**src/hdl/jacm_pkg.sv**
```systemverilog
`timescale 1ns / 1ps
// ----------------------------------------------------------------------------
// jacm_pkg - shared types and constants of the joystick/accelerometer mapper
// Holds the item layouts, the calibration register set, the controller
// states and the command/status bundles between controller and datapath.
// ----------------------------------------------------------------------------
package jacm_pkg;

    // Configuration port geometry: six 32-bit registers at byte address 4*i.
    localparam int PADDR_W = 5;
    localparam int PDATA_W = 32;
    localparam int REG_IDX_W = 3;

    localparam logic [REG_IDX_W-1:0] REG_CAL_OK  = 3'd0;
    localparam logic [REG_IDX_W-1:0] REG_STICK_X = 3'd1;
    localparam logic [REG_IDX_W-1:0] REG_STICK_Y = 3'd2;
    localparam logic [REG_IDX_W-1:0] REG_ACCEL_X = 3'd3;
    localparam logic [REG_IDX_W-1:0] REG_ACCEL_Y = 3'd4;
    localparam logic [REG_IDX_W-1:0] REG_ACCEL_Z = 3'd5;

    localparam logic [23:0] STICK_CAL_RST = 24'h7FFF80;
    localparam logic [19:0] ACCEL_CAL_RST = 20'hAEE00;

    // Axis order of the shared divider.
    localparam int AXIS_W = 3;
    localparam logic [AXIS_W-1:0] AXIS_SX   = 3'd0;
    localparam logic [AXIS_W-1:0] AXIS_SY   = 3'd1;
    localparam logic [AXIS_W-1:0] AXIS_AX   = 3'd2;
    localparam logic [AXIS_W-1:0] AXIS_AY   = 3'd3;
    localparam logic [AXIS_W-1:0] AXIS_AZ   = 3'd4;
    localparam logic [AXIS_W-1:0] AXIS_LAST = AXIS_AZ;

    // Divider: 16 quotient bits, two per cycle.
    localparam int QUO_W        = 16;
    localparam int DIV_BITS     = 2;
    localparam int DIV_CYCLES   = QUO_W / DIV_BITS;
    localparam int ITER_W       = $clog2(DIV_CYCLES);
    localparam logic [ITER_W-1:0] ITER_LAST = ITER_W'(DIV_CYCLES - 1);
    localparam int OPND_W       = 13;   // signed operand width (values within +/-4092)
    localparam int MAG_W        = 12;   // magnitude of span and offset
    localparam int PROD_W       = MAG_W + QUO_W;

    localparam logic [7:0] STICK_NEG_OFFSET = 8'd127;

    typedef struct packed {
        logic       read_ok;
        logic       button_c_raw;
        logic       button_z_raw;
        logic [7:0] stick_x_raw;
        logic [7:0] stick_y_raw;
        logic [9:0] accel_x_raw;
        logic [9:0] accel_y_raw;
        logic [9:0] accel_z_raw;
    } t_in_item;

    typedef struct packed {
        logic               data_valid;
        logic               button_c;
        logic               button_z;
        logic signed [7:0]  stick_x;
        logic signed [7:0]  stick_y;
        logic signed [15:0] accel_x;
        logic signed [15:0] accel_y;
        logic signed [15:0] accel_z;
    } t_out_item;

    typedef struct packed {
        logic        calibration_ok;
        logic [23:0] stick_x_cal;
        logic [23:0] stick_y_cal;
        logic [19:0] accel_x_cal;
        logic [19:0] accel_y_cal;
        logic [19:0] accel_z_cal;
    } t_cal;

    typedef enum logic [2:0] {
        ST_IDLE,
        ST_START,
        ST_PREP,
        ST_LOAD,
        ST_DIV,
        ST_STORE,
        ST_FINISH
    } t_state;

    typedef enum logic [1:0] {
        KIND_POS,
        KIND_NEG,
        KIND_ACCEL
    } t_kind;

    typedef struct packed {
        logic              capture;
        logic              take_buttons;
        logic              prep;
        logic              load;
        logic              div_step;
        logic              store;
        logic              load_out;
        logic [AXIS_W-1:0] axis;
    } t_cmd;

    typedef struct packed {
        logic fresh;
        logic out_free;
    } t_sts;

endpackage

```
**src/hdl/jacm_regs.sv**
```systemverilog
`timescale 1ns / 1ps
// ----------------------------------------------------------------------------
// jacm_regs - calibration register file
// APB-style slave holding the calibration flag and the five packed axis
// calibrations. Writes complete in the access phase; pready is tied high.
// ----------------------------------------------------------------------------
module jacm_regs (
    input  logic                          i_clk,
    input  logic                          i_rst_n,
    input  logic                          psel,
    input  logic                          penable,
    input  logic                          pwrite,
    input  logic [jacm_pkg::PADDR_W-1:0]  paddr,
    input  logic [jacm_pkg::PDATA_W-1:0]  pwdata,
    output logic [jacm_pkg::PDATA_W-1:0]  prdata,
    output logic                          pready,
    output jacm_pkg::t_cal                o_cal
);

    jacm_pkg::t_cal                  r_cal;
    logic [jacm_pkg::REG_IDX_W-1:0]  reg_idx;
    logic                            wr_en;

    assign reg_idx = paddr[jacm_pkg::PADDR_W-1:2];
    assign pready  = 1'b1;
    assign wr_en   = psel && penable && pwrite && pready;

    always_ff @(posedge i_clk) begin
        if (!i_rst_n) begin
            r_cal.calibration_ok <= 1'b0;
            r_cal.stick_x_cal    <= jacm_pkg::STICK_CAL_RST;
            r_cal.stick_y_cal    <= jacm_pkg::STICK_CAL_RST;
            r_cal.accel_x_cal    <= jacm_pkg::ACCEL_CAL_RST;
            r_cal.accel_y_cal    <= jacm_pkg::ACCEL_CAL_RST;
            r_cal.accel_z_cal    <= jacm_pkg::ACCEL_CAL_RST;
        end else if (wr_en) begin
            case (reg_idx)
                jacm_pkg::REG_CAL_OK:  r_cal.calibration_ok <= pwdata[0];
                jacm_pkg::REG_STICK_X: r_cal.stick_x_cal    <= pwdata[23:0];
                jacm_pkg::REG_STICK_Y: r_cal.stick_y_cal    <= pwdata[23:0];
                jacm_pkg::REG_ACCEL_X: r_cal.accel_x_cal    <= pwdata[19:0];
                jacm_pkg::REG_ACCEL_Y: r_cal.accel_y_cal    <= pwdata[19:0];
                jacm_pkg::REG_ACCEL_Z: r_cal.accel_z_cal    <= pwdata[19:0];
                default: begin
                end
            endcase
        end
    end

    always_comb begin
        case (reg_idx)
            jacm_pkg::REG_CAL_OK:  prdata = {31'd0, r_cal.calibration_ok};
            jacm_pkg::REG_STICK_X: prdata = {8'd0, r_cal.stick_x_cal};
            jacm_pkg::REG_STICK_Y: prdata = {8'd0, r_cal.stick_y_cal};
            jacm_pkg::REG_ACCEL_X: prdata = {12'd0, r_cal.accel_x_cal};
            jacm_pkg::REG_ACCEL_Y: prdata = {12'd0, r_cal.accel_y_cal};
            jacm_pkg::REG_ACCEL_Z: prdata = {12'd0, r_cal.accel_z_cal};
            default:               prdata = '0;
        endcase
    end

    assign o_cal = r_cal;

endmodule

```
**src/hdl/jacm_ctrl.sv**
```systemverilog
`timescale 1ns / 1ps
// ----------------------------------------------------------------------------
// jacm_ctrl - sequencing controller
// Walks each fresh item through the five axes of the shared divider and
// hands the result of every accepted item to the output register.
// ----------------------------------------------------------------------------
module jacm_ctrl (
    input  logic            i_clk,
    input  logic            i_rst_n,
    input  logic            i_in_valid,
    input  jacm_pkg::t_sts  i_sts,
    output logic            o_in_stall,
    output jacm_pkg::t_cmd  o_cmd
);

    jacm_pkg::t_state                r_state, n_state;
    logic [jacm_pkg::AXIS_W-1:0]     r_axis, n_axis;
    logic [jacm_pkg::ITER_W-1:0]     r_iter, n_iter;

    always_ff @(posedge i_clk) begin
        if (!i_rst_n) begin
            r_state <= jacm_pkg::ST_IDLE;
            r_axis  <= '0;
            r_iter  <= '0;
        end else begin
            r_state <= n_state;
            r_axis  <= n_axis;
            r_iter  <= n_iter;
        end
    end

    // Next state and loop counters.
    always_comb begin
        n_state = r_state;
        n_axis  = r_axis;
        n_iter  = r_iter;
        case (r_state)
            jacm_pkg::ST_IDLE: begin
                if (i_in_valid) begin
                    n_state = jacm_pkg::ST_START;
                end
            end
            jacm_pkg::ST_START: begin
                n_axis  = jacm_pkg::AXIS_SX;
                n_state = i_sts.fresh ? jacm_pkg::ST_PREP : jacm_pkg::ST_FINISH;
            end
            jacm_pkg::ST_PREP: begin
                n_state = jacm_pkg::ST_LOAD;
            end
            jacm_pkg::ST_LOAD: begin
                n_iter  = '0;
                n_state = jacm_pkg::ST_DIV;
            end
            jacm_pkg::ST_DIV: begin
                n_iter = r_iter + 1'b1;
                if (r_iter == jacm_pkg::ITER_LAST) begin
                    n_state = jacm_pkg::ST_STORE;
                end
            end
            jacm_pkg::ST_STORE: begin
                if (r_axis == jacm_pkg::AXIS_LAST) begin
                    n_state = jacm_pkg::ST_FINISH;
                end else begin
                    n_axis  = r_axis + 1'b1;
                    n_state = jacm_pkg::ST_PREP;
                end
            end
            jacm_pkg::ST_FINISH: begin
                if (i_sts.out_free) begin
                    n_state = jacm_pkg::ST_IDLE;
                end
            end
            default: begin
                n_state = jacm_pkg::ST_IDLE;
            end
        endcase
    end

    // Datapath commands.
    always_comb begin
        o_cmd      = '0;
        o_cmd.axis = r_axis;
        o_in_stall = 1'b1;
        case (r_state)
            jacm_pkg::ST_IDLE: begin
                o_in_stall    = 1'b0;
                o_cmd.capture = i_in_valid;
            end
            jacm_pkg::ST_START:  o_cmd.take_buttons = i_sts.fresh;
            jacm_pkg::ST_PREP:   o_cmd.prep         = 1'b1;
            jacm_pkg::ST_LOAD:   o_cmd.load         = 1'b1;
            jacm_pkg::ST_DIV:    o_cmd.div_step     = 1'b1;
            jacm_pkg::ST_STORE:  o_cmd.store        = 1'b1;
            jacm_pkg::ST_FINISH: o_cmd.load_out     = i_sts.out_free;
            default: begin
            end
        endcase
    end

    a_axis_range: assert property (@(posedge i_clk) disable iff (!i_rst_n)
        (r_state == jacm_pkg::ST_PREP || r_state == jacm_pkg::ST_LOAD ||
         r_state == jacm_pkg::ST_DIV || r_state == jacm_pkg::ST_STORE)
        |-> (r_axis <= jacm_pkg::AXIS_LAST))
        else $error("axis counter out of range");

    a_div_length: assert property (@(posedge i_clk) disable iff (!i_rst_n)
        (r_state == jacm_pkg::ST_DIV && r_iter == jacm_pkg::ITER_LAST)
        |=> (r_state == jacm_pkg::ST_STORE))
        else $error("division did not end after its last step");

    a_last_axis_done: assert property (@(posedge i_clk) disable iff (!i_rst_n)
        (r_state == jacm_pkg::ST_STORE && r_axis == jacm_pkg::AXIS_LAST)
        |=> (r_state == jacm_pkg::ST_FINISH))
        else $error("item did not finish after the last axis");

endmodule

```
**src/hdl/jacm_dpath.sv**
```systemverilog
`timescale 1ns / 1ps
// ----------------------------------------------------------------------------
// jacm_dpath - mapping datapath
// Sample register, operand preparation and clamping, a shared restoring
// divider (two quotient bits per cycle), the held result state and the
// output register.
// ----------------------------------------------------------------------------
module jacm_dpath (
    input  logic                 i_clk,
    input  logic                 i_rst_n,
    input  jacm_pkg::t_cmd       i_cmd,
    input  jacm_pkg::t_cal       i_cal,
    input  jacm_pkg::t_in_item   i_in_data,
    input  logic                 i_out_stall,
    output jacm_pkg::t_sts       o_sts,
    output logic                 o_out_valid,
    output jacm_pkg::t_out_item  o_out_data
);

    localparam int OW = jacm_pkg::OPND_W;
    localparam int MW = jacm_pkg::MAG_W;
    localparam int QW = jacm_pkg::QUO_W;

    jacm_pkg::t_in_item   r_sample;
    jacm_pkg::t_out_item  r_out_data;
    logic                 r_out_valid;

    logic [1:0]           r_last_buttons;
    logic signed [7:0]    r_stick_x, r_stick_y;
    logic signed [15:0]   r_accel_x, r_accel_y, r_accel_z;

    logic signed [OW-1:0] r_v, r_lo, r_hi;
    jacm_pkg::t_kind      r_kind;
    logic [MW-1:0]        r_rem, r_dvs;
    logic [QW-1:0]        r_quo;
    logic                 r_zero;

    // ---------------- operand preparation ----------------
    logic [7:0]           s_raw, s_mn, s_ctr, s_mx;
    logic [9:0]           a_raw, a_zero, a_one;
    logic                 is_accel;
    logic [8:0]           st_c, st_hi, st_lo;
    logic [10:0]          ac_d, ac_diff;
    logic [11:0]          ac_span2;
    logic signed [OW-1:0] p_v, p_lo, p_hi;
    jacm_pkg::t_kind      p_kind;

    always_comb begin
        s_raw    = '0;
        {s_mx, s_ctr, s_mn} = '0;
        a_raw    = '0;
        {a_one, a_zero} = '0;
        is_accel = 1'b0;
        case (i_cmd.axis)
            jacm_pkg::AXIS_SX: begin
                s_raw = r_sample.stick_x_raw;
                {s_mx, s_ctr, s_mn} = i_cal.stick_x_cal;
            end
            jacm_pkg::AXIS_SY: begin
                s_raw = r_sample.stick_y_raw;
                {s_mx, s_ctr, s_mn} = i_cal.stick_y_cal;
            end
            jacm_pkg::AXIS_AX: begin
                a_raw = r_sample.accel_x_raw;
                {a_one, a_zero} = i_cal.accel_x_cal;
                is_accel = 1'b1;
            end
            jacm_pkg::AXIS_AY: begin
                a_raw = r_sample.accel_y_raw;
                {a_one, a_zero} = i_cal.accel_y_cal;
                is_accel = 1'b1;
            end
            jacm_pkg::AXIS_AZ: begin
                a_raw = r_sample.accel_z_raw;
                {a_one, a_zero} = i_cal.accel_z_cal;
                is_accel = 1'b1;
            end
            default: begin
            end
        endcase

        // Two's complement differences; the extra top bit carries the sign.
        st_c     = {1'b0, s_raw} - {1'b0, s_ctr};
        st_hi    = {1'b0, s_mx} - {1'b0, s_ctr};
        st_lo    = {1'b0, s_mn} - {1'b0, s_ctr};
        ac_d     = {1'b0, a_raw} - {1'b0, a_zero};
        ac_diff  = {1'b0, a_one} - {1'b0, a_zero};
        ac_span2 = {ac_diff, 1'b0};

        if (is_accel) begin
            p_v    = {{2{ac_d[10]}}, ac_d};
            p_hi   = {ac_span2[11], ac_span2};
            p_lo   = '0 - p_hi;
            p_kind = jacm_pkg::KIND_ACCEL;
        end else if (!st_c[8]) begin
            p_v    = {{4{st_c[8]}}, st_c};
            p_lo   = '0;
            p_hi   = {{4{st_hi[8]}}, st_hi};
            p_kind = jacm_pkg::KIND_POS;
        end else begin
            p_v    = {{4{st_c[8]}}, st_c};
            p_lo   = {{4{st_lo[8]}}, st_lo};
            p_hi   = '1;
            p_kind = jacm_pkg::KIND_NEG;
        end
    end

    // ---------------- clamp, span and scaled numerator ----------------
    logic signed [OW-1:0] vc_lo, vc, span, offs;
    logic [MW-1:0]        num_abs, spn_abs;
    logic [jacm_pkg::PROD_W-1:0] prod;

    always_comb begin
        vc_lo   = (r_v < r_lo) ? r_lo : r_v;
        vc      = (vc_lo > r_hi) ? r_hi : vc_lo;
        span    = r_hi - r_lo;
        offs    = vc - r_lo;
        // Offset and span always share their sign, so the quotient is their
        // magnitude ratio.
        num_abs = offs[OW-1] ? MW'(-offs) : offs[MW-1:0];
        spn_abs = span[OW-1] ? MW'(-span) : span[MW-1:0];
        if (r_kind == jacm_pkg::KIND_ACCEL) begin
            prod = {num_abs, {QW{1'b0}}} - {{QW{1'b0}}, num_abs};
        end else begin
            prod = {9'd0, ({num_abs, 7'd0} - {7'd0, num_abs})};
        end
    end

    // ---------------- divider step ----------------
    logic [MW-1:0] d_rem;
    logic [QW-1:0] d_quo;
    logic [MW:0]   d_trial;

    always_comb begin
        d_rem   = r_rem;
        d_quo   = r_quo;
        d_trial = '0;
        for (int k = 0; k < jacm_pkg::DIV_BITS; k++) begin
            d_trial = {d_rem, d_quo[QW-1]};
            if (d_trial >= {1'b0, r_dvs}) begin
                d_rem = MW'(d_trial - {1'b0, r_dvs});
                d_quo = {d_quo[QW-2:0], 1'b1};
            end else begin
                d_rem = d_trial[MW-1:0];
                d_quo = {d_quo[QW-2:0], 1'b0};
            end
        end
    end

    // ---------------- result offset ----------------
    logic [QW-1:0] q_fin;
    logic [7:0]    stick_val;
    logic [15:0]   accel_val;

    always_comb begin
        q_fin     = r_zero ? '0 : r_quo;
        stick_val = (r_kind == jacm_pkg::KIND_NEG) ? (q_fin[7:0] - jacm_pkg::STICK_NEG_OFFSET)
                                                   : q_fin[7:0];
        accel_val = {~q_fin[QW-1], q_fin[QW-2:0]};
    end

    // ---------------- registers ----------------
    always_ff @(posedge i_clk) begin
        if (i_cmd.capture) begin
            r_sample <= i_in_data;
        end
        if (i_cmd.prep) begin
            r_v    <= p_v;
            r_lo   <= p_lo;
            r_hi   <= p_hi;
            r_kind <= p_kind;
        end
        if (i_cmd.load) begin
            r_rem  <= prod[jacm_pkg::PROD_W-1:QW];
            r_quo  <= prod[QW-1:0];
            r_dvs  <= spn_abs;
            r_zero <= (span == '0);
        end else if (i_cmd.div_step) begin
            r_rem <= d_rem;
            r_quo <= d_quo;
        end
        if (i_cmd.load_out) begin
            r_out_data.data_valid <= o_sts.fresh;
            r_out_data.button_c   <= r_last_buttons[0];
            r_out_data.button_z   <= r_last_buttons[1];
            r_out_data.stick_x    <= r_stick_x;
            r_out_data.stick_y    <= r_stick_y;
            r_out_data.accel_x    <= r_accel_x;
            r_out_data.accel_y    <= r_accel_y;
            r_out_data.accel_z    <= r_accel_z;
        end
    end

    always_ff @(posedge i_clk) begin
        if (!i_rst_n) begin
            r_last_buttons <= '0;
            r_stick_x      <= '0;
            r_stick_y      <= '0;
            r_accel_x      <= '0;
            r_accel_y      <= '0;
            r_accel_z      <= '0;
            r_out_valid    <= 1'b0;
        end else begin
            if (i_cmd.take_buttons) begin
                r_last_buttons <= {r_sample.button_z_raw, r_sample.button_c_raw};
            end
            if (i_cmd.store) begin
                case (i_cmd.axis)
                    jacm_pkg::AXIS_SX: r_stick_x <= stick_val;
                    jacm_pkg::AXIS_SY: r_stick_y <= stick_val;
                    jacm_pkg::AXIS_AX: r_accel_x <= accel_val;
                    jacm_pkg::AXIS_AY: r_accel_y <= accel_val;
                    jacm_pkg::AXIS_AZ: r_accel_z <= accel_val;
                    default: begin
                    end
                endcase
            end
            if (i_cmd.load_out) begin
                r_out_valid <= 1'b1;
            end else if (!i_out_stall) begin
                r_out_valid <= 1'b0;
            end
        end
    end

    assign o_sts.fresh    = r_sample.read_ok && i_cal.calibration_ok;
    assign o_sts.out_free = !r_out_valid || !i_out_stall;
    assign o_out_valid    = r_out_valid;
    assign o_out_data     = r_out_data;

    a_rem_below_dvs: assert property (@(posedge i_clk) disable iff (!i_rst_n)
        (i_cmd.div_step && !r_zero) |-> (r_rem < r_dvs))
        else $error("partial remainder not below divisor");

    a_load_when_free: assert property (@(posedge i_clk) disable iff (!i_rst_n)
        i_cmd.load_out |-> (!r_out_valid || !i_out_stall))
        else $error("output register overwritten while held");

    a_load_shows: assert property (@(posedge i_clk) disable iff (!i_rst_n)
        i_cmd.load_out |=> o_out_valid)
        else $error("loaded result not presented");

endmodule

```
**src/hdl/joystick_accel_calibration_mapper_top.sv**
```systemverilog
`timescale 1ns / 1ps
// ----------------------------------------------------------------------------
// joystick_accel_calibration_mapper_top - controller sample calibration mapper
// Maps one raw controller sample (buttons, two stick axes, three accelerometer
// axes) to calibrated, centered values using the programmed calibration.
// ----------------------------------------------------------------------------
//
//  channel   direction  handshake                   payload
//  -------   ---------  --------------------------  ---------------------------
//  in        sink       i_in_valid / o_in_stall     i_in_data  (t_in_item)
//  out       source     o_out_valid / i_out_stall   o_out_data (t_out_item)
//  config    APB slave  psel, penable, pready       paddr, pwdata, prdata
//
//  A fresh item (read_ok set and calibration valid) runs from its accept
//  through a start state, then for each of the five axes through prepare,
//  load, the divider steps and store, then into the output register once
//  that is free, and back to idle, where the next item is accepted. The
//  shared divider yields two quotient bits per cycle. An item that is not
//  fresh goes from the start state straight to the output register.
//  Reset is synchronous and active low; it restores the calibration defaults
//  and clears the held result values and the output valid flag.
//  The next item is accepted while a finished result waits under i_out_stall;
//  only the hand-over into a still-held output register waits for the stall.
//
// Each stick axis is centered on its calibration center, clamped to the side
// of the center it falls on, and scaled to 0..127 or -127..0. Each
// accelerometer axis is offset by its zero-g reading, clamped to twice the
// one-g span either way and scaled to the full signed 16-bit range. Every
// scaling is a truncating ratio worked out by one restoring divider that is
// shared over the five axes; a span of zero yields the lower limit of the
// output range. When the read failed or the calibration is not valid, the
// previously produced values are repeated with data_valid cleared.
// ----------------------------------------------------------------------------
module joystick_accel_calibration_mapper_top (
    input  logic                          i_clk,
    input  logic                          i_rst_n,

    input  logic                          i_in_valid,
    output logic                          o_in_stall,
    input  jacm_pkg::t_in_item            i_in_data,

    output logic                          o_out_valid,
    input  logic                          i_out_stall,
    output jacm_pkg::t_out_item           o_out_data,

    input  logic                          psel,
    input  logic                          penable,
    input  logic                          pwrite,
    input  logic [jacm_pkg::PADDR_W-1:0]  paddr,
    input  logic [jacm_pkg::PDATA_W-1:0]  pwdata,
    output logic [jacm_pkg::PDATA_W-1:0]  prdata,
    output logic                          pready
);

    // Calibration registers feed the datapath directly; the user is to
    // change them only while the block is idle; the block does not enforce it.
    jacm_pkg::t_cal  cal;

    // Command and status bundles between the controller and the datapath.
    jacm_pkg::t_cmd  cmd;
    jacm_pkg::t_sts  sts;

    jacm_regs u_regs (
        .i_clk   (i_clk),
        .i_rst_n (i_rst_n),
        .psel    (psel),
        .penable (penable),
        .pwrite  (pwrite),
        .paddr   (paddr),
        .pwdata  (pwdata),
        .prdata  (prdata),
        .pready  (pready),
        .o_cal   (cal)
    );

    // The controller steps each item through the axes and decides whether
    // the item is converted or only repeats the held values.
    jacm_ctrl u_ctrl (
        .i_clk      (i_clk),
        .i_rst_n    (i_rst_n),
        .i_in_valid (i_in_valid),
        .i_sts      (sts),
        .o_in_stall (o_in_stall),
        .o_cmd      (cmd)
    );

    // The datapath holds the sample, the shared divider, the held results
    // and the output register that parts the two channels.
    jacm_dpath u_dpath (
        .i_clk       (i_clk),
        .i_rst_n     (i_rst_n),
        .i_cmd       (cmd),
        .i_cal       (cal),
        .i_in_data   (i_in_data),
        .i_out_stall (i_out_stall),
        .o_sts       (sts),
        .o_out_valid (o_out_valid),
        .o_out_data  (o_out_data)
    );

endmodule

```
**config.mk**
```make
export PLATFORM = sky130hd
export DESIGN_NAME = joystick_accel_calibration_mapper_top
export DESIGN_NICKNAME = d
export VERILOG_FILES = /design/src/hdl/jacm_pkg.sv /design/src/hdl/jacm_regs.sv /design/src/hdl/jacm_ctrl.sv /design/src/hdl/jacm_dpath.sv /design/src/hdl/joystick_accel_calibration_mapper_top.sv
export SDC_FILE = /design/constraint.sdc
export NUM_CORES = 1
export LEC_CHECK = 0
export BUFFER_PORTS_ARGS = -buffer_cell sky130_fd_sc_hd__buf_4
export CORE_MARGIN = 1
export CORE_UTILIZATION = 50
export DETAILED_ROUTE_END_ITERATION = 7
export GPL_ROUTABILITY_DRIVEN = 0
export GPL_TIMING_DRIVEN = 0
export HOLD_SLACK_MARGIN = 0.1
export MAX_ROUTING_LAYER = met4
export PLACE_DENSITY = 0.67
export REMOVE_ABC_BUFFERS = 1
export SLEW_MARGIN = 20
export SYNTH_ARGS = -nofsm -noshare
export SYNTH_HDL_FRONTEND = slang
export SYNTH_SLANG_ARGS = --single-unit
```
**constraint.sdc**
```tcl
create_clock -name i_clk -period 17.1 [get_ports i_clk]
set_input_delay 1.71 -clock i_clk [delete_from_list [all_inputs] [get_ports i_clk]]
set_output_delay 1.71 -clock i_clk [all_outputs]
set_load 0.05 [all_outputs]
```
Yosys cells after proc, flatten, opt, wreduce, memory -nomap -nowiden
Cells that the tools add are included.
{ "op_classes": {"n_lt_le_gt_ge": 4, "muxes": 49, "n_bitwise": 1, "addsub": 17, "n_eq_ne": 23, "n_mul": 0, "div_mod_pow": 0, "reduce_logical": 27, "shift": 0} }
{ "op_table": {"columns": ["operator", "n"], "rows": [
  ["case mux 24 bit (6 select lines)", 1],
  ["two-way mux 13 bit", 7],
  ["case mux 10 bit (3 select lines)", 3],
  ["two-way mux 12 bit", 6],
  ["case mux 8 bit (2 select lines)", 4],
  ["two-way mux 16 bit", 3],
  ["two-way mux 28 bit", 1],
  ["subtractor 28 x 12 -> 28 bit", 1],
  ["subtractor 8 x 8 -> 9 bit", 3],
  [">= comparator 13 x 12 -> 1 bit", 2],
  ["subtractor 13 bit", 2],
  ["negator 12 bit", 2],
  ["AND reduction 2 bit", 12],
  ["subtractor 12 bit", 2],
  ["subtractor 10 x 10 -> 11 bit", 2],
  ["== test 3 bit (second input constant)", 7],
  ["case mux 3 bit (7 select lines)", 1],
  ["subtractor 19 x 12 -> 19 bit", 1],
  ["== test 3 x 2 -> 1 bit (second input constant)", 6],
  ["two-way mux 3 bit", 6],
  ["two-way mux 1 bit", 14],
  ["> comparator 13 bit", 1],
  ["zero test 13 bit", 1],
  ["less-than comparator 13 bit", 1],
  ["18 further kinds", 32]
]} }
{ "totals": {"wordCells": 162, "inputBits": 93, "ramBits": 0, "latchBits": 0, "register_bits": 383, "rom_bits": 0, "memories": 0} }

Depth between registers and ports, before layout
Gate-level depths: netlist of the first run.
{ "depth": {"depth_word": 10, "mapped_depth": 41, "depth_no_buf": 38} }

Modules after synthesis
Synthesis of the first run repeated with hierarchy kept, for this count alone.
{ "hier_totals": {"cells_unflattened": 2293, "hier_area_um2": 22376.5} }
{ "by_module_without_submodules": {"columns": ["module", "area_each_um2", "n_inst", "cells_each"], "rows": [
  ["jacm_dpath", 16782.3, 1, 1718],
  ["jacm_regs", 5011.1, 1, 506],
  ["jacm_ctrl", 583.1, 1, 69]
]} }

Worst setup path after synthesis of the first run
No wires, ideal clock.
{ "synth_timing": {"path_kind": "register to register", "from": "register u_dpath.r_lo[12]", "to": "register u_dpath.r_rem[1], data pin", "stages_incl_launch_ff": 40, "slack_ns": 7.961, "t_arrival_ns": 8.971, "path_cell_list": "edfxtp_1 clkbuf_8 inv_1 ha_1 nand2_1 nor4_1 a311oi_1 o31a_1 mux2i_1 clkbuf_1 mux2_2 ha_1 nand4_1 o41ai_1 a21oi_1 nor2_1 clkbuf_1 o21ai_0 [4 not listed] nor3_2 o31ai_4 xnor2_1 nand3_4 nand2_4 a21oi_1 xnor2_1 inv_1 ha_1 a21oi_1 nor2b_1 nor2_1 inv_1 maj3_2 a311oi_2 o211ai_2 xnor2_1 a221oi_2"} }
{ "synth_between": {"elab_chain_len": 10, "word_cells_on_any_way": 11, "classes_between": "4 x add/sub; 2 x order compare; 5 x mux"} }
{ "synth_rtl": {"columns": ["element", "line", "text"], "rows": [
  ["start, declared", "jacm_dpath.sv:32", "logic signed [OW-1:0] r_v, r_lo, r_hi;"],
  ["start signal, assigned", "jacm_dpath.sv:169", "r_lo <= p_lo;"],
  ["less-than comparator 13 bit", "jacm_dpath.sv:114", "vc_lo = (r_v < r_lo) ? r_lo : r_v;"],
  ["two-way mux 13 bit", "jacm_dpath.sv:114", null],
  ["> comparator 13 bit", "jacm_dpath.sv:115", "vc = (vc_lo > r_hi) ? r_hi : vc_lo;"],
  ["two-way mux 13 bit", "jacm_dpath.sv:115", null],
  ["subtractor 13 bit *", "jacm_dpath.sv:117", "offs = vc - r_lo;"],
  ["negator 12 bit", "jacm_dpath.sv:120", "num_abs = offs[OW-1] ? MW'(-offs) : offs[MW-1:0];"],
  ["two-way mux 12 bit *", "jacm_dpath.sv:120", null],
  ["subtractor 28 x 12 -> 28 bit or subtractor 19 x 12 -> 19 bit (tied branches)", "jacm_dpath.sv:123, jacm_dpath.sv:125", null],
  ["two-way mux 28 bit *", "jacm_dpath.sv:122", "if (r_kind == jacm_pkg::KIND_ACCEL) begin"],
  ["two-way mux 12 bit *", "jacm_dpath.sv:173", "if (i_cmd.load) begin"],
  ["end signal, assigned", "jacm_dpath.sv:174", "r_rem <= prod[jacm_pkg::PROD_W-1:QW];"],
  ["end signal, assigned", "jacm_dpath.sv:179", "r_rem <= d_rem;"],
  ["end, declared", "jacm_dpath.sv:34", "logic [MW-1:0] r_rem, r_dvs;"]
]} }
Every way passes the cells marked *; elsewhere a longest branch is shown, timed or not.
A chain may end at the register's enable or synchronous reset.

Final worst setup path of the first run
Same ends and word-level chain as after synthesis.

==> metrics.yaml, run 1 <==
hold_depth: 0
holdCritStartpoint: "u_dpath.r_accel_x[11]"
synth-seq-cells: 380
io_pins: 195
ctsHoldBuffers: 0
design_area_um2: 25240
synthFlopType: "edfxtp_1"
synth_top_area_share_pct: 26.72
yosys_warnings: 0
wire_per_inst_um: 19.56
area_growth_pct: 15.17
cts_buffer_depth: 3
grt_overflow: 0
timing.setup.tns_ps: 0
synth_seq_area_share_pct: 43.61
cpPeakStageDelay_ps: 780
grt_max_degree: 66
cpMostUsedCell: "ha_1"
vias: 18380
finClkSkew_ps: 23.40
wl_um: 61310
portBuffers: 175
drive_gt1_share_pct: 13.89
ir_drop_v: 0.00006971
drtAntennaViolNets: 0
p_leak_nw: 10.27
grt_pass1_wl_um: 94530
intPower_w: 0.001952
core_um2: 43170
rrSetupSlack_ps: 5610
worstRegToRegCells: 36
die_w_um: 211.4
violations: "design-rule violations"
grt_pass1_vias: 17640
required_ps: 17390
crit_arrival_ps: 11780
timing.rr.end: "u_dpath.r_rem[1]"
cts-root-buf: "clkbuf_16"
multi_input_area_um2: 11420
p_per_area_nw_per_um2: 119.9
r2r_start: "u_dpath.r_lo[12]"
num-nets-final: 2752
drtPass1Iterations: 8
switching_share_pct: 35.51
drtIter0Drc: 1719
fin_crit_ps: 11490
setup.worst_path.end: "u_dpath.r_rem[1]"
cts_inserted_buffers: 42
drc: 9
ctsResizeCount: 0
clock.fmax_ghz: 0.08706
yosys.area.top_type: "edfxtp_1"
finalCritPeriodShare_pct: 67.17
pwr-share-clk_pct: 29.9
hp-class: "flop to flop"
cp_slowest_cell: "mux2i_2"
crit_buf_inv: 3
status: "finished, violations left"
finalSetupViolCount: 0
p_switching_w: 0.001075
fillers: 3855
antenna_found_initial: 0
critical_path.top_delay_family: "compound AO/OA/AOI/OAI gates"
cts.sinks: 380
maxSlewViolCount: 0
cap_violations: 0
seqPwrFrac_pct: 34.4
placed_area_um2: 23840
synth_edf_count: 195
final_hold_viol_count: 0
syn_area_per_cell_um2: 9.118
viasPerCell: 5.865
synthTopCellsByArea: "edfxtp_1 27%, dfxtp_1 17%, ha_1 7.6%"
async_flop_share_pct: 0
grt_usage_pct: 27.69
rows: 76
seq_area_um2: 9559
grt_setup_unrepaired: "false"
startpoint: "u_dpath.r_lo[12]"
clk_pin_slew_ps: 60
htree_levels: 2
cts_tree: "built"
dieArea_um2: 44680
num_antenna_cells: 0
worstSetupEndpointType: "flop"
layoutNonFillerInstCount: 3134
synthCells: 2404
p_comb_share_pct: 35.7
synth_cell_types: 108
max-slew-margin-rel_pct: 21.44
clkLatencyLatePin_ps: 580
hpwl_um: 44620
placed_cells: 3057
tightest_slew_ps: 1175
syn_area_um2: 21920
post-cts-setup-buffer-count: 0
worst-path-stages: 36
total_power_w: 0.003026
crit_fanout: 25
crit_type: "flop to flop"
die_y_um: 211.4
holdWs_ps: 422.6
start_kind: "flop"
initial_core_util_pct: 50.77
-- worst reg2reg max path, delay by kind of cell (launching register included) --
kind	cells	cell delay, ps
flip-flops	1	590
AO/OA/AOI/OAI	12	3550
buffers and inverters	3	500
XOR/XNOR	3	1300
AND/OR/NAND/NOR	10	2050
adder cells (fa/ha/maj)	6	2010
multiplexers	2	1220
-- how the worst min path moves through the flow --
stage / end / slack [ps]
after floorplan: u_dpath.o_out_data[54] / 410
after global placement: u_dpath.o_out_data[39] / 410
after detailed placement: u_dpath.o_out_data[36] / 420
after CTS: u_dpath.o_out_data[43] / 420
after global routing: u_dpath.o_out_data[38] / 440
final: u_dpath.o_out_data[43] / 420
-- placed cells by master, fill, tap and decap left out, drive strengths merged, types with 13 or more instances in the layout --
cell	instances
nand2	431
a21oi	224
buf	197
edfxtp	195
dfxtp	185
nor2	163
ha	133
inv	121
o21ai	99
nand3	85
xnor2	72
clkbuf	58
nor2b	42
mux2i	41
xor2	38
nor3	37
a222oi	30
a21o	30
a211oi	30
nand2b	28
a221oi	22
a22o	21
a22oi	20
and2	18
and3	17
o31ai	16
a31oi	15
clkinv	14
mux2	13
-- registers in the layout (all words and copies together) (netlist names), 11 cells and up --
| name | flops |
|---|---|
| u_dpath.o_out_data | 67 |
| u_dpath.r_accel_x | 16 |
| u_dpath.r_accel_y | 16 |
| u_dpath.r_accel_z | 16 |
| u_dpath.r_dvs | 12 |
| u_dpath.r_hi | 12 |
| u_dpath.r_lo | 13 |
| u_dpath.r_quo | 16 |
| u_dpath.r_rem | 12 |
| u_dpath.r_sample | 49 |
| u_dpath.r_v | 11 |
| u_regs.o_cal | 109 |
-- power by group through the flow --
stage	sequential, W	combinational [W]	clock, W
2_1_floorplan	0.00106	0.000779	0
3_3_place_gp	0.00106	0.00102	0
3_5_place_dp	0.00106	0.00106	0
4_1_cts	0.00104	0.00107	0.000917
5_1_grt	0.00104	0.00117	0.000953
6_report	0.00104	0.00108	0.000905
-- cell families after synthesis --
group | share of synthesized area (%)
DFF | 43.61
muxes | 2.597
AOI/OAI and AO/OA | 17.94
buffers and inverters | 4.812
adders and majority gates | 8.511
other | 0.03426
xor gates and xnor gates | 4.567
and+or+nand+nor | 17.93
-- synth_stat cells (all sizes together) (4+ instances only) --
master  number
nand2      431
a21oi      224
edfxtp     195
dfxtp      185
nor2       163
ha         133
inv        118
clkbuf     117
o21ai       99
nand3       85
xnor2       72
nor2b       42
mux2i       41
xor2        38
nor3        37
a211oi      30
a21o        30
a222oi      30
nand2b      28
a221oi      22
a22o        21
a22oi       20
and2        18
and3        17
buf         17
o31ai       16
a31oi       15
mux2        13
o22ai       12
or3         11
nand4       10
or2         10
fa           9
o21a         9
o21bai       9
o211ai       8
a311oi       6
nor3b        4
nor4         4
o31a         4
-- layer usage --
layer  vias to the layer above  GRT usage (%)  part of all wire, %
li1                       8781              -                    -
met1                      8750          33.66                   41
met4                         0          9.370                  2.9
met3                       121          3.931                  6.9
met2                       730          47.10                   50
met5                         -              -                    0
-- stage by stage --
step,worst slack [ps],util (%)
floorplan,7284,-
global placement,5158,54.16
detailed placement,5686,55.21
CTS,5666,58.43
global route,4814,58.47
finish,5613,58.47
-- cell type report --
type	instances	share of cell area, %
Clock buffer	58	4.813
Clock inverter	18	0.6840
Inverter	119	1.789
Multi-Input combinational cell	1777	45.23
Sequential cell	380	37.87
Tap cell	585	2.900
Timing Repair Buffer	197	6.711
Power figures use the tool's default switching activity.
==> run 2: changes to the inputs <==
--- a/config.mk
+++ b/config.mk
@@ -13,7 +13,7 @@
 export GPL_TIMING_DRIVEN = 0
 export HOLD_SLACK_MARGIN = 0.1
 export MAX_ROUTING_LAYER = met4
-export PLACE_DENSITY = 0.67
+export PLACE_DENSITY = 0.69
 export REMOVE_ABC_BUFFERS = 1
 export SLEW_MARGIN = 20
 export SYNTH_ARGS = -nofsm -noshare
==> constraint.sdc (replaced) <==
create_clock -name i_clk -period 9.3 [get_ports i_clk]
set_input_delay 0.93 -clock i_clk [delete_from_list [all_inputs] [get_ports i_clk]]
set_output_delay 0.93 -clock i_clk [all_outputs]
set_load 0.05 [all_outputs]
==> run 2 against run 1 <==
Effect of this change: the run now ends clean; first-iteration DRC count down 8.0%; sequential power up 84%; count of clock-buffer cells in the layout down 3.
==> metrics.yaml, run 2 (synthesis results as in run 1) <==
timing.rr.end: "u_dpath.r_rem[1]"
cpMostUsedCell: "ha_1"
crit_type: "flop to flop"
p_per_area_nw_per_um2: 223.5  # +86%
multi_input_area_um2: 11600  # +1.6%
antenna_found_initial: 0  # unchanged
maxSlewViolCount: 0  # unchanged
drive_gt1_share_pct: 15.77  # +1.9 points
p_leak_nw: 10.46  # +1.8%
cpPeakStageDelay_ps: 530  # -250 ps
cts-root-buf: "clkbuf_16"
grt_pass1_wl_um: 96190  # +1.8%
cts_tree: "built"
required_ps: 9700  # -7690 ps
crit_arrival_ps: 9380  # -2400 ps
critical_path.top_delay_family: "compound AO/OA/AOI/OAI gates"
finalSetupViolCount: 0  # unchanged
cap_violations: 0  # unchanged
worstRegToRegCells: 36  # unchanged
grt_usage_pct: 28.22  # +0.52 points
r2r_start: "u_dpath.r_v[11]"
seq_area_um2: 9559  # unchanged
final_cell_mix: "427 x nand2_1, 217 x a21oi_1, 211 x buf_4"
wl_um: 62200  # +1.5%
setup_ws_ps: 322.6  # -5291 ps
portBuffers: 175  # unchanged
cts_buffer_depth: 3  # unchanged
area_growth_pct: 17.13
crit_buf_inv: 6  # +3
worstSetupEndpointType: "flop"
fillers: 3691  # -4.3%
num-nets-final: 2784  # +1.2%
largest_reg_flops: 109  # unchanged
top_usage_layer: "met2"
max-slew-margin-rel_pct: 21.04  # -0.41 points
tightest_slew_ps: 1182  # +6.524 ps
cts_inserted_buffers: 41  # -2.4%
grt_util_met3_pct: 3.560  # -0.37 points
wire_per_inst_um: 19.65  # +0.43%
grt_pass1_vias: 17920  # +1.6%
worst-path-stages: 36  # unchanged
start_kind: "flop"
mostFrequentLayoutCell: "nand2_1"
crit_fanout: 7  # -72%
drc: 0  # -9
drtIter0Drc: 1581  # -8.0%
fin_crit_ps: 8977  # -2509 ps
die_y_um: 211.4  # unchanged
status: "finished clean"
drtPass1Iterations: 7  # -1
clock.fmax_ghz: 0.1114  # +28%
final_core_util_pct: 59.47  # +0.99 points
grt_max_degree: 96  # +45%
hpwl_um: 44780  # +0.34%
dieArea_um2: 44680  # unchanged
die_w_um: 211.4  # unchanged
ir_drop_v: 0.0001419  # +100%
final_hold_viol_count: 0  # unchanged
vias: 18690  # +1.7%
setup.worst_path.end: "u_dpath.r_rem[1]"
core_um2: 43170  # unchanged
io_pins: 195  # unchanged
rrSetupSlack_ps: 320  # -5290 ps
viasPerCell: 5.903  # +0.64%
preCtsSetupSlack_ps: -2134  # -7820 ps
rows: 76  # unchanged
grt_overflow: 0  # unchanged
clkLatencyLatePin_ps: 580  # about the same
initial_core_util_pct: 50.77  # unchanged
num_antenna_cells: 0  # unchanged
finClkSkew_ps: 15.35  # -8.058 ps
cp_slowest_cell: "edfxtp_1"
hp-class: "flop to flop"
drtAntennaViolNets: 0  # unchanged
htree_levels: 2  # unchanged
cts.sinks: 380  # unchanged
clk_pin_slew_ps: 70  # about the same
gr-usage-met2_pct: 47.02  # -0.079 points
startpoint: "u_dpath.r_v[11]"
grt_use_met1_pct: 34.22  # +0.56 points
finalCritPeriodShare_pct: 96.53  # +29 points
[run 2: changes by cell type in the layout (fill, tap and decap cells not counted), sizes merged, moves of 3 or more]
cell      before  now
buf          197  229
clkinv        14   10
clkinvlp       0    4
clkbuf        58   55
[run 2: final cells by class]
cell class	count	share of cell area, %
Multi-Input combinational cell	1778	45.18
Sequential cell	380	37.24
Timing Repair Buffer	229	7.574
Clock buffer	55	4.557
Tap cell	585	2.851
Inverter	119	1.759
Clock inverter	20	0.8480
[run 2: metal layers]
metal	wire length, um	vias to the layer above	part of all wire [%]
met2	30460	804	49
met4	2494	0	4.0
met3	3944	167	6.3
li1	-	8857	-
met1	25310	8861	41
met5	0	-	0
[run 2: how the worst min path moves through the flow]
stage | cells after the start | slack (ps) | to | startpoint
after CTS | 0 | 430 | u_dpath.o_out_data[10] | u_dpath.r_accel_z[10]
after global routing | 0 | 440 | u_dpath.o_out_data[12] | u_dpath.r_accel_z[12]
after floorplan | 0 | 410 | u_dpath.o_out_data[54] | u_dpath.r_stick_y[6]
final | 0 | 430 | u_dpath.o_out_data[20] | u_dpath.r_accel_y[4]
after detailed placement | 0 | 410 | u_dpath.o_out_data[46] | u_dpath.r_accel_x[14]
after global placement | 0 | 410 | u_dpath.o_out_data[20] | u_dpath.r_accel_y[4]
[run 2: through the flow]
stage,std cells,setup TNS (ps),hold WS (ps),instance area (um^2),total power [W]
global placement,3036,-44990,411.6,23380,0.003814
floorplan,2276,-2498,407.6,21340,0.003387
detailed placement,3058,-27870,414.6,23830,0.003883
global route,3166,-39.58,438.8,25670,0.006007
CTS,3142,0,432.8,25380,0.005596
finish,3166,0,430.2,25670,0.005738
[run 2: worst register-to-register path: cells and delay by family, from the launching register on]
| family | cells | cell delay [ps] |
|---|---|---|
| flip-flops | 1 | 530 |
| multiplexers | 2 | 650 |
| buffers and inverters | 6 | 1000 |
| adder cells (fa/ha/maj) | 6 | 2020 |
| AND/OR/NAND/NOR | 6 | 1110 |
| AO/OA/AOI/OAI | 14 | 3110 |
| XOR/XNOR | 2 | 400 |
[run 2: repair_timing]
item / in CTS / in global routing
buffers inserted: 8 / 24
hold buffers: 0 / 0
gates resized for setup: 12 / 17
pin swaps: 3 / 14
endpoints found under the setup margin: 27 / 9
cloned: 1 / 0
[run 2: where the power goes]
part | switching, W | leakage, nW | internal, W | total, W
clock network | 0.000696 | 0.677 | 0.000976 | 0.00167
registers | 0.0000429 | 3.27 | 0.00187 | 0.00191
logic | 0.00130 | 6.51 | 0.000848 | 0.00215
